==> config.mk <==
export PLATFORM = sky130hd
export DESIGN_NAME = line_answer_receive_buffer_unit
export DESIGN_NICKNAME = d
export VERILOG_FILES = /design/src/design/larb_pkg.sv /design/src/design/line_answer_receive_buffer_unit.sv /design/src/design/larb_front.sv /design/src/design/larb_back.sv
export SDC_FILE = /design/constraint.sdc
export NUM_CORES = 2
export LEC_CHECK = 0
export BUFFER_PORTS_ARGS = -buffer_cell sky130_fd_sc_hd__buf_4
export CORE_ASPECT_RATIO = 0.9
export CORE_MARGIN = 2
export CORE_UTILIZATION = 41
export CTS_BUF_LIST = sky130_fd_sc_hd__clkbuf_8
export DETAILED_ROUTE_END_ITERATION = 10
export HOLD_SLACK_MARGIN = 0.08
export PLACE_DENSITY_LB_ADDON = 0.05
export SLEW_MARGIN = 30
export SYNTH_ARGS = -nofsm -noshare
export SYNTH_HDL_FRONTEND = slang
export SYNTH_SLANG_ARGS = --single-unit
==> constraint.sdc <==
create_clock -name clk_i -period 6 [get_ports clk_i]
set_input_delay 1.2 -clock clk_i [delete_from_list [all_inputs] [get_ports clk_i]]
set_output_delay 1.2 -clock clk_i [all_outputs]
set_load 0.005 [all_outputs]
==> src/design/larb_pkg.sv <==
// Package: constants, action codes and front-to-back command type.
`default_nettype none
package larb_pkg;
  localparam int unsigned Depth = 256;
  localparam int unsigned AW = $clog2(Depth);
  localparam int unsigned CW = AW + 1;
  localparam logic [7:0] ChCr = 8'h0D;
  localparam logic [7:0] ChLf = 8'h0A;
  localparam logic [7:0] ChGt = 8'h3E;
  localparam logic [7:0] ChSp = 8'h20;

  typedef enum logic [2:0] {
    ActRx = 3'd0, ActCount = 3'd1, ActLocate = 3'd2,
    ActRead = 3'd3, ActRemove = 3'd4, ActClear = 3'd5,
    ActBad6 = 3'd6, ActBad7 = 3'd7
  } action_e;

  typedef struct packed {
    action_e    action;
    logic [7:0] rx_byte;
    logic [7:0] num;
    logic [7:0] pos;
  } cmd_t;
endpackage
`default_nettype wire

==> src/design/line_answer_receive_buffer_unit.sv <==
// Line answer receive buffer: answers delimited by CR in a 256-byte store.
// Receive and read pass through the load and done states to the result; a
// receive that inserts a CR also passes the CR state. Count, locate and remove
// walk the store up to the fill, one byte per cycle.
// Throughput: one item at a time in the back; a two-beat queue decouples input.
// Reset empties the buffer; store contents are undefined until written.
`default_nettype none
module line_answer_receive_buffer_unit import larb_pkg::*; (
  input  wire logic       clk_i,
  input  wire logic       rst_ni,
  input  wire logic       in_valid_i,
  output logic            in_stall_o,
  input  wire logic [2:0] action_i,
  input  wire logic [7:0] rx_byte_i,
  input  wire logic [7:0] answer_number_i,
  input  wire logic [7:0] byte_position_i,
  output logic            out_valid_o,
  input  wire logic       out_stall_i,
  output logic            status_o,
  output logic [8:0]      answer_total_o,
  output logic [8:0]      answer_start_o,
  output logic [8:0]      answer_length_o,
  output logic [7:0]      read_value_o,
  output logic [8:0]      fill_level_o
);
  cmd_t in_cmd, cmd;
  logic cmd_valid, cmd_take;

  assign in_cmd = '{action: action_e'(action_i), rx_byte: rx_byte_i,
                    num: answer_number_i, pos: byte_position_i};

  larb_front u_front (
    .clk_i, .rst_ni, .in_valid_i, .in_stall_o, .in_cmd_i(in_cmd),
    .cmd_valid_o(cmd_valid), .cmd_take_i(cmd_take), .cmd_o(cmd)
  );

  larb_back u_back (
    .clk_i, .rst_ni, .cmd_valid_i(cmd_valid), .cmd_take_o(cmd_take), .cmd_i(cmd),
    .out_valid_o, .out_stall_i, .status_o, .answer_total_o, .answer_start_o,
    .answer_length_o, .read_value_o, .fill_level_o
  );
endmodule
`default_nettype wire

==> src/design/larb_front.sv <==
// Front: two-entry command queue.
`default_nettype none
module larb_front import larb_pkg::*; (
  input  wire logic       clk_i,
  input  wire logic       rst_ni,
  input  wire logic       in_valid_i,
  output logic            in_stall_o,
  input  wire cmd_t       in_cmd_i,
  output logic            cmd_valid_o,
  input  wire logic       cmd_take_i,
  output cmd_t            cmd_o
);
  cmd_t       mem_q [2];
  logic       wp_q, rp_q;
  logic [1:0] cnt_q;
  logic       push, pop;

  assign in_stall_o  = (cnt_q == 2'd2);
  assign push        = in_valid_i && !in_stall_o;
  assign cmd_valid_o = (cnt_q != 2'd0);
  assign pop         = cmd_valid_o && cmd_take_i;
  assign cmd_o       = mem_q[rp_q];

  // Store incoming beats
  always_ff @(posedge clk_i) begin
    if (push) mem_q[wp_q] <= in_cmd_i;
  end

  // Advance pointers
  always_ff @(posedge clk_i or negedge rst_ni) begin
    if (!rst_ni) begin
      wp_q <= 1'b0; rp_q <= 1'b0; cnt_q <= 2'd0;
    end else begin
      if (push) wp_q <= ~wp_q;
      if (pop) rp_q <= ~rp_q;
      cnt_q <= cnt_q + 2'(push) - 2'(pop);
    end
  end
endmodule
`default_nettype wire

==> src/design/larb_back.sv <==
// Back: sequencer over the character store that carries out each command.
`default_nettype none
module larb_back import larb_pkg::*; (
  input  wire logic       clk_i,
  input  wire logic       rst_ni,
  input  wire logic       cmd_valid_i,
  output logic            cmd_take_o,
  input  wire cmd_t       cmd_i,
  output logic            out_valid_o,
  input  wire logic       out_stall_i,
  output logic            status_o,
  output logic [8:0]      answer_total_o,
  output logic [8:0]      answer_start_o,
  output logic [8:0]      answer_length_o,
  output logic [7:0]      read_value_o,
  output logic [8:0]      fill_level_o
);
  typedef enum logic [6:0] {
    StIdle = 7'b0000001, StLoad = 7'b0000010, StCr = 7'b0000100,
    StScan = 7'b0001000, StShift = 7'b0010000, StDone = 7'b0100000,
    StOut = 7'b1000000
  } state_e;

  state_e        st_q;
  cmd_t          c_q;
  logic [CW-1:0] fill_q, i_q, pidx_q, s_q, len_q;
  logic          pend_q;    // rd_q holds the byte at pidx_q
  logic [7:0]    n_q;       // separators still to pass
  logic [8:0]    tot_q;
  logic          found_q;   // start of wanted answer reached
  logic [7:0]    mem [Depth];
  logic [7:0]    rd_q;
  logic          st_o_q;
  logic [8:0]    o_tot_q, o_st_q, o_len_q, o_fill_q;
  logic [7:0]    o_rv_q;
  logic          we;
  logic [AW-1:0] wa, ra;
  logic [7:0]    wd;
  logic          is_cr, ins_cr, drop_rx, scan_more, term;

  assign cmd_take_o  = (st_q == StIdle);
  assign out_valid_o = (st_q == StOut);
  assign status_o = st_o_q;
  assign answer_total_o = o_tot_q;
  assign answer_start_o = o_st_q;
  assign answer_length_o = o_len_q;
  assign read_value_o = o_rv_q;
  assign fill_level_o = o_fill_q;

  // Classify the received byte against the byte below it
  assign is_cr     = (rd_q == ChCr);
  assign ins_cr    = (fill_q != '0) && (rd_q == ChGt) && (c_q.rx_byte == ChSp)
                     && (fill_q + CW'(1) < CW'(Depth));
  assign drop_rx   = (c_q.rx_byte == ChLf) ||
                     ((c_q.rx_byte == ChCr) && ((fill_q == '0) || (rd_q == ChCr)));
  assign scan_more = (i_q < fill_q);
  assign term      = pend_q && is_cr && found_q;

  // Store write and registered read
  always_ff @(posedge clk_i) begin
    if (we) mem[wa] <= wd;
    rd_q <= mem[ra];
  end

  // Read address: byte below the fill, read position, or walk index
  always_comb begin
    ra = i_q[AW-1:0];
    if (st_q == StIdle) begin
      if (cmd_i.action == ActRx) ra = AW'(fill_q - CW'(1));
      else if (cmd_i.action == ActRead) ra = AW'(cmd_i.pos);
    end
  end

  // Write port: receive, inserted CR, shift-down
  always_comb begin
    we = 1'b0; wa = fill_q[AW-1:0]; wd = c_q.rx_byte;
    if (st_q == StLoad && c_q.action == ActRx && fill_q < CW'(Depth)) begin
      we = 1'b1;
    end else if (st_q == StCr) begin
      we = 1'b1; wd = ChCr;
    end else if (st_q == StShift && pend_q) begin
      we = 1'b1; wa = AW'(pidx_q - len_q); wd = rd_q;
    end
  end

  // Sequencer
  always_ff @(posedge clk_i or negedge rst_ni) begin
    if (!rst_ni) begin
      st_q <= StIdle; fill_q <= '0; c_q <= '0;
      i_q <= '0; pidx_q <= '0; s_q <= '0; len_q <= '0; pend_q <= 1'b0;
      n_q <= '0; tot_q <= '0; found_q <= 1'b0; st_o_q <= 1'b0;
      o_tot_q <= '0; o_st_q <= '0; o_len_q <= '0; o_rv_q <= '0; o_fill_q <= '0;
    end else begin
      case (st_q)
        StIdle: if (cmd_valid_i) begin
          c_q <= cmd_i; i_q <= '0; pend_q <= 1'b0; tot_q <= '0;
          found_q <= (cmd_i.num == 8'd0);
          n_q <= cmd_i.num; s_q <= '0; st_o_q <= 1'b0;
          o_tot_q <= '0; o_st_q <= '0; o_len_q <= '0; o_rv_q <= '0;
          case (cmd_i.action)
            ActRx, ActRead: st_q <= StLoad;
            ActCount, ActLocate, ActRemove: st_q <= StScan;
            ActClear: begin fill_q <= '0; st_q <= StDone; end
            default: begin st_o_q <= 1'b1; st_q <= StDone; end
          endcase
        end
        StLoad: begin
          if (c_q.action == ActRead) begin
            if (CW'(c_q.pos) < fill_q) o_rv_q <= rd_q; else st_o_q <= 1'b1;
            st_q <= StDone;
          end else if (fill_q >= CW'(Depth)) begin
            st_q <= StDone;
          end else if (ins_cr) begin
            fill_q <= fill_q + CW'(1); st_q <= StCr;
          end else begin
            if (!drop_rx) fill_q <= fill_q + CW'(1);
            st_q <= StDone;
          end
        end
        StCr: begin
          // CR after stored space: keep it
          fill_q <= fill_q + CW'(1); st_q <= StDone;
        end
        StScan: begin
          // one byte per cycle; rd_q holds the byte at pidx_q when pend_q is set
          if (term && c_q.action == ActLocate) begin
            o_st_q <= s_q; o_len_q <= pidx_q - s_q; st_q <= StDone;
          end else if (term && c_q.action == ActRemove) begin
            len_q <= pidx_q - s_q + CW'(1);
            i_q <= pidx_q + CW'(1); pend_q <= 1'b0; st_q <= StShift;
          end else if (!pend_q && !scan_more) begin
            // end of fill
            st_q <= StDone;
            case (c_q.action)
              ActCount: o_tot_q <= tot_q;
              ActLocate: if (found_q) begin
                o_st_q <= s_q; o_len_q <= fill_q - s_q;
              end else st_o_q <= 1'b1;
              default: st_o_q <= 1'b1;
            endcase
          end else begin
            pend_q <= scan_more; pidx_q <= i_q;
            if (scan_more) i_q <= i_q + CW'(1);
            if (pend_q && is_cr) begin
              tot_q <= tot_q + 9'd1;
              if (!found_q) begin
                if (n_q == 8'd1) begin found_q <= 1'b1; s_q <= pidx_q + CW'(1); end
                n_q <= n_q - 8'd1;
              end
            end
          end
        end
        StShift: begin
          // move the bytes above the removed answer down by its length
          if (!pend_q && !scan_more) begin
            fill_q <= fill_q - len_q; st_q <= StDone;
          end else begin
            pend_q <= scan_more; pidx_q <= i_q;
            if (scan_more) i_q <= i_q + CW'(1);
          end
        end
        StDone: begin o_fill_q <= fill_q; st_q <= StOut; end
        StOut: if (!out_stall_i) st_q <= StIdle;
        default: st_q <= StIdle;
      endcase
    end
  end
endmodule
`default_nettype wire

==> summary.md <==
| Metric | Value |
|---|---|
| Outcome | `finished clean` |
| Multi-input logic area | `0.0236 mm²` |
| IO buf count | `77` |
| Antenna-violating nets left | `0` |
| Initial DRT Pass Iterations | `8` |
| Synth top area share | `68.4%` |
| CP max FO | `60` |
| EDFF count, synth | `2,102` |
| Filler cell count | `20,000` |
| CTS root buf | `clkbuf_8` |
| GRT overflow | `0` |
| Largest family of logic cells by synthesized area | `simple AND/OR/NAND/NOR gates` |
| Setup CP Type | `flip-flop to flip-flop` |
| Post-Syn Area per Cell | `14.5 µm²` |
| Internal power | `between 30,000 and 40,000 µW` |
| Adder-Cell Fraction of Synth Area | `0.860%` |
| Dominant cells by area after synthesis | `edfxtp_1, mux2i_1, nand2_1` |
| Sequential share of the synthesized area | `72.4%` |
| Setup violations, final | `0` |
| Post-Syn Area | `0.0922 mm²` |
| Comb power frac | `31.8%` |
| Switching Fraction | `a little under two fifths` |
| Tot GR Track Use | `26.8%` |
| Worst R2R Path Depth | `12` |
| Synth cell types | `95` |
| Fraction of synthesized area in multiplexers | `7.18%` |
| Vias | `just under 60,000` |
| I/O pin count | `slightly below 80` |
| Data required, critical path | `6.89 ns` |
| Layout cells sized above 1 | `16.0%` |
| #FFs+latches synth | `2,249` |
| Floorplan row count | `about 170` |
| Final Max Slew Viols | `0` |
| Critical-path cell list | `nor3b_1, nand3_2, o21ai_2, and2_4, buf_12, mux2_2, a221oi_1, o221ai_1, and3_1, a2111oi_1, a31o_1, nor4_1` |
| Slew headroom | `26.1%` |
| Clock transition at path regs | `0.06 ns` |
| CP peak stage delay | `just under 0.8 ns` |
| Clock sinks | `2,249` |
| Vias in the first global route | `between 50,000 and 60,000` |
| Die area | `0.229 mm²` |
| CP endpoint kind | `flip-flop` |
| NumNets Final | `6,924` |
| Initial antenna violation count | `11` |
| Cell count after synthesis | `approximately 6,400` |
| Post-Route WL | `313,000 µm` |
| Area grow syn2layout | `14.1%` |
| Die Wd | `slightly above 500 µm` |
| Clock buffer depth | `4` |
| Pwr dens | `roughly 450 mW/mm²` |
| Hold_ws | `0.311 ns` |
| Worst R2R End | `u_back.rd_q[7]$_DFF_P_` |
| WL/cell | `about 31 µm` |
| Core Footprint | `0.224 mm²` |
| Largest net degree at the start of global routing | `about 140` |
| Ys async rst share | `a little over 6%` |
| TritonCTS buffer count | `392` |
| Peak Freq | `179 MHz` |
| HP Class | `input pin to flip-flop` |
| Synth area leader | `edfxtp_1` |
| Worst reg2reg path startpoint | `u_back.st_q[0]$_DFFE_PN1P_` |
| Final Non-Filler Cells | `approximately 10,000` |
| Setup TNS | `0 ns` |
| Setup WS pre-CTS | `0.490 ns` |
| RSZ-0062 raised after global routing | `no` |
| Placer congestion estimate | `0.858` |
| Primary FF master, synth | `edfxtp_1` |
| Critical Path Start Type | `flip-flop` |
| Post-CTS resize count | `0` |
| Clk_lat worst skew | `1.07 ns` |
| Die Y | `~450 µm` |
| Most common cell after layout, fill and taps aside | `edfxtp_1` |
| Post-route DRC | `0` |
| H-tree depth | `5` |
| VDD IR max | `0.000532 V` |
| Vias/cell | `5.77` |
| Actual slew at the worst max-slew pin | `1.10 ns` |
| DP HPWL | `194,000 µm` |
| Initial Util | `between 40 and 50%` |
| Post-layout min period | `5.58 ns` |
| Post-route setup slack | `0.421 ns` |
| WHS Endpoint | `u_front.mem_q[0][14]$_DFFE_PP_` |
| Final period utilization | `93.0%` |
| First-pass GRT wire length | `441,000 µm` |
| R2r setup slk | `roughly 0.42 ns` |
| Worst Skew | `approximately 0.093 ns` |
| Ys Warns | `0` |
| Most frequent cells in the layout | `edfxtp_1, nand2_1, buf_4` |
| Leakage | `0.0375 µW` |
| Slowest CP cell | `a2111oi_1` |
| Complex-gate fraction of the synthesized area | `7.87%` |
| Xor/xnor share of the synthesized area | `less than 1%` |
| Clock network fraction of total power | `26.9%` |
| Total placed instance area | `between 0.09 and 0.1 mm²` |
| Psw | `17,600 µW` |
| Hold depth | `1` |
| Net Count, Synth | `~6,500` |
| Arr. time, crit path | `6.47 ns` |
| Max-cap viol count | `0` |
| Post-CTS setup repair buffer count | `0` |
| Final hold vios | `0` |
| Cells after DPL | `between 9,000 and 10,000` |
| Synth Area in Simple Gates | `8.77%` |
| Hold path start | `answer_number_i[6]` |
| Sequential share of power | `about two fifths` |
| Cell area after layout | `0.105 mm²` |
| Drt initial violations | `6,393` |
| TritonCTS clock tree | `built` |
| Register area | `0.0668 mm²` |
worst max-delay path, delay by kind of cell, from the launching register on:
family,cells,cell delay (ns)
AOI/OAI and AO/OA,5,2.19
buffers and inverters,1,0.40
DFF,1,0.55
muxes,1,0.38
and+or+nand+nor,5,1.81
power groups by stage:
stage               clock network, µW  registers, µW  logic, µW
global route                    13800          19800      16000
CTS                             13100          19800      15200
detailed placement                  0          20100      15100
finish                          12900          19800      15200
floorplan                           0          20500       8450
global placement                    0          20100      15100
kinds of logic after synthesis:
logic type / Yosys count
compound gates: 1136
xor+xnor: 55
fa+ha+maj: 61
buf+inv: 437
flops: 2249
mux: 545
simple gates: 1886
sequential cells by signal, indices dropped and copies added (netlist names), 9 cells and up:
| register | flops |
|---|---|
| u_back.fill_level_o | 9 |
| u_front.mem_q | 54 |
| u_back.tot_q | 9 |
| u_back.i_q | 9 |
| u_back.answer_length_o | 9 |
| u_back.s_q | 9 |
| u_back.c_q | 19 |
| u_back.mem | 2048 |
| u_back.fill_q | 9 |
| u_back.pidx_q | 9 |
| u_back.answer_total_o | 9 |
| u_back.answer_start_o | 9 |
| u_back.len_q | 9 |
cell usage after synthesis, drive strengths merged, types with 76 or more instances:
library cell and instances:
edfxtp 2102, mux2i 403, o21ai 183, a21oi 390, nand2 1036, clkbuf 146, buf 237, o22ai 113
o221ai 89, nand3 155, nor2 367, nor3 83, mux4 87, dfrtp 138, and3 76
repair_timing:
item                                    in CTS  in global routing
hold buffers                                 1                  0
endpoints found under the setup margin       0                  0
endpoints found under the hold margin       27                  0
stage by stage:
stage                     power (µW)  utilization [%]
after floorplan                28900                -
after global placement         35100             43.8
after detailed placement       35200             43.8
after CTS                      48100             46.9
after global routing           49600             46.9
final                          47800             46.9
routing by layer:
metal  track usage, %  share of wire (%)
met2             41.5                 46
met1             38.9                 45
met4             8.17                2.8
met3             4.45                6.9
met5                0             0.0042
cell type report:
class | count | share of cell area, %
clock inverter | 284 | 1.30
multi-input combinational | 3683 | 22.4
sequential | 2249 | 63.4
antenna | 5 | 0.0119
inverter | 54 | 0.193
clock buffer | 404 | 5.28
timing repair buffer | 452 | 3.77
tap | 3006 | 3.57
worst max path at each step:
| stage | start | to | slack, ns |
|---|---|---|---|
| after CTS | u_back.st_q[0]$_DFFE_PN1P_ | u_back.rd_q[7]$_DFF_P_ | 0.45 |
| after global placement | u_back.st_q[0]$_DFFE_PN1P_ | u_back.rd_q[7]$_DFF_P_ | 0.28 |
| after global routing | u_back.st_q[0]$_DFFE_PN1P_ | u_back.rd_q[7]$_DFF_P_ | 0.37 |
| after detailed placement | u_back.st_q[0]$_DFFE_PN1P_ | u_back.rd_q[7]$_DFF_P_ | 0.49 |
| final | u_back.st_q[0]$_DFFE_PN1P_ | u_back.rd_q[7]$_DFF_P_ | 0.42 |
| after floorplan | u_back.st_q[1]$_DFFE_PN0P_ | u_back.mem[0][1]$_DFFE_PP_ | 0.36 |
Note: power is estimated with default switching activity, not from simulation.
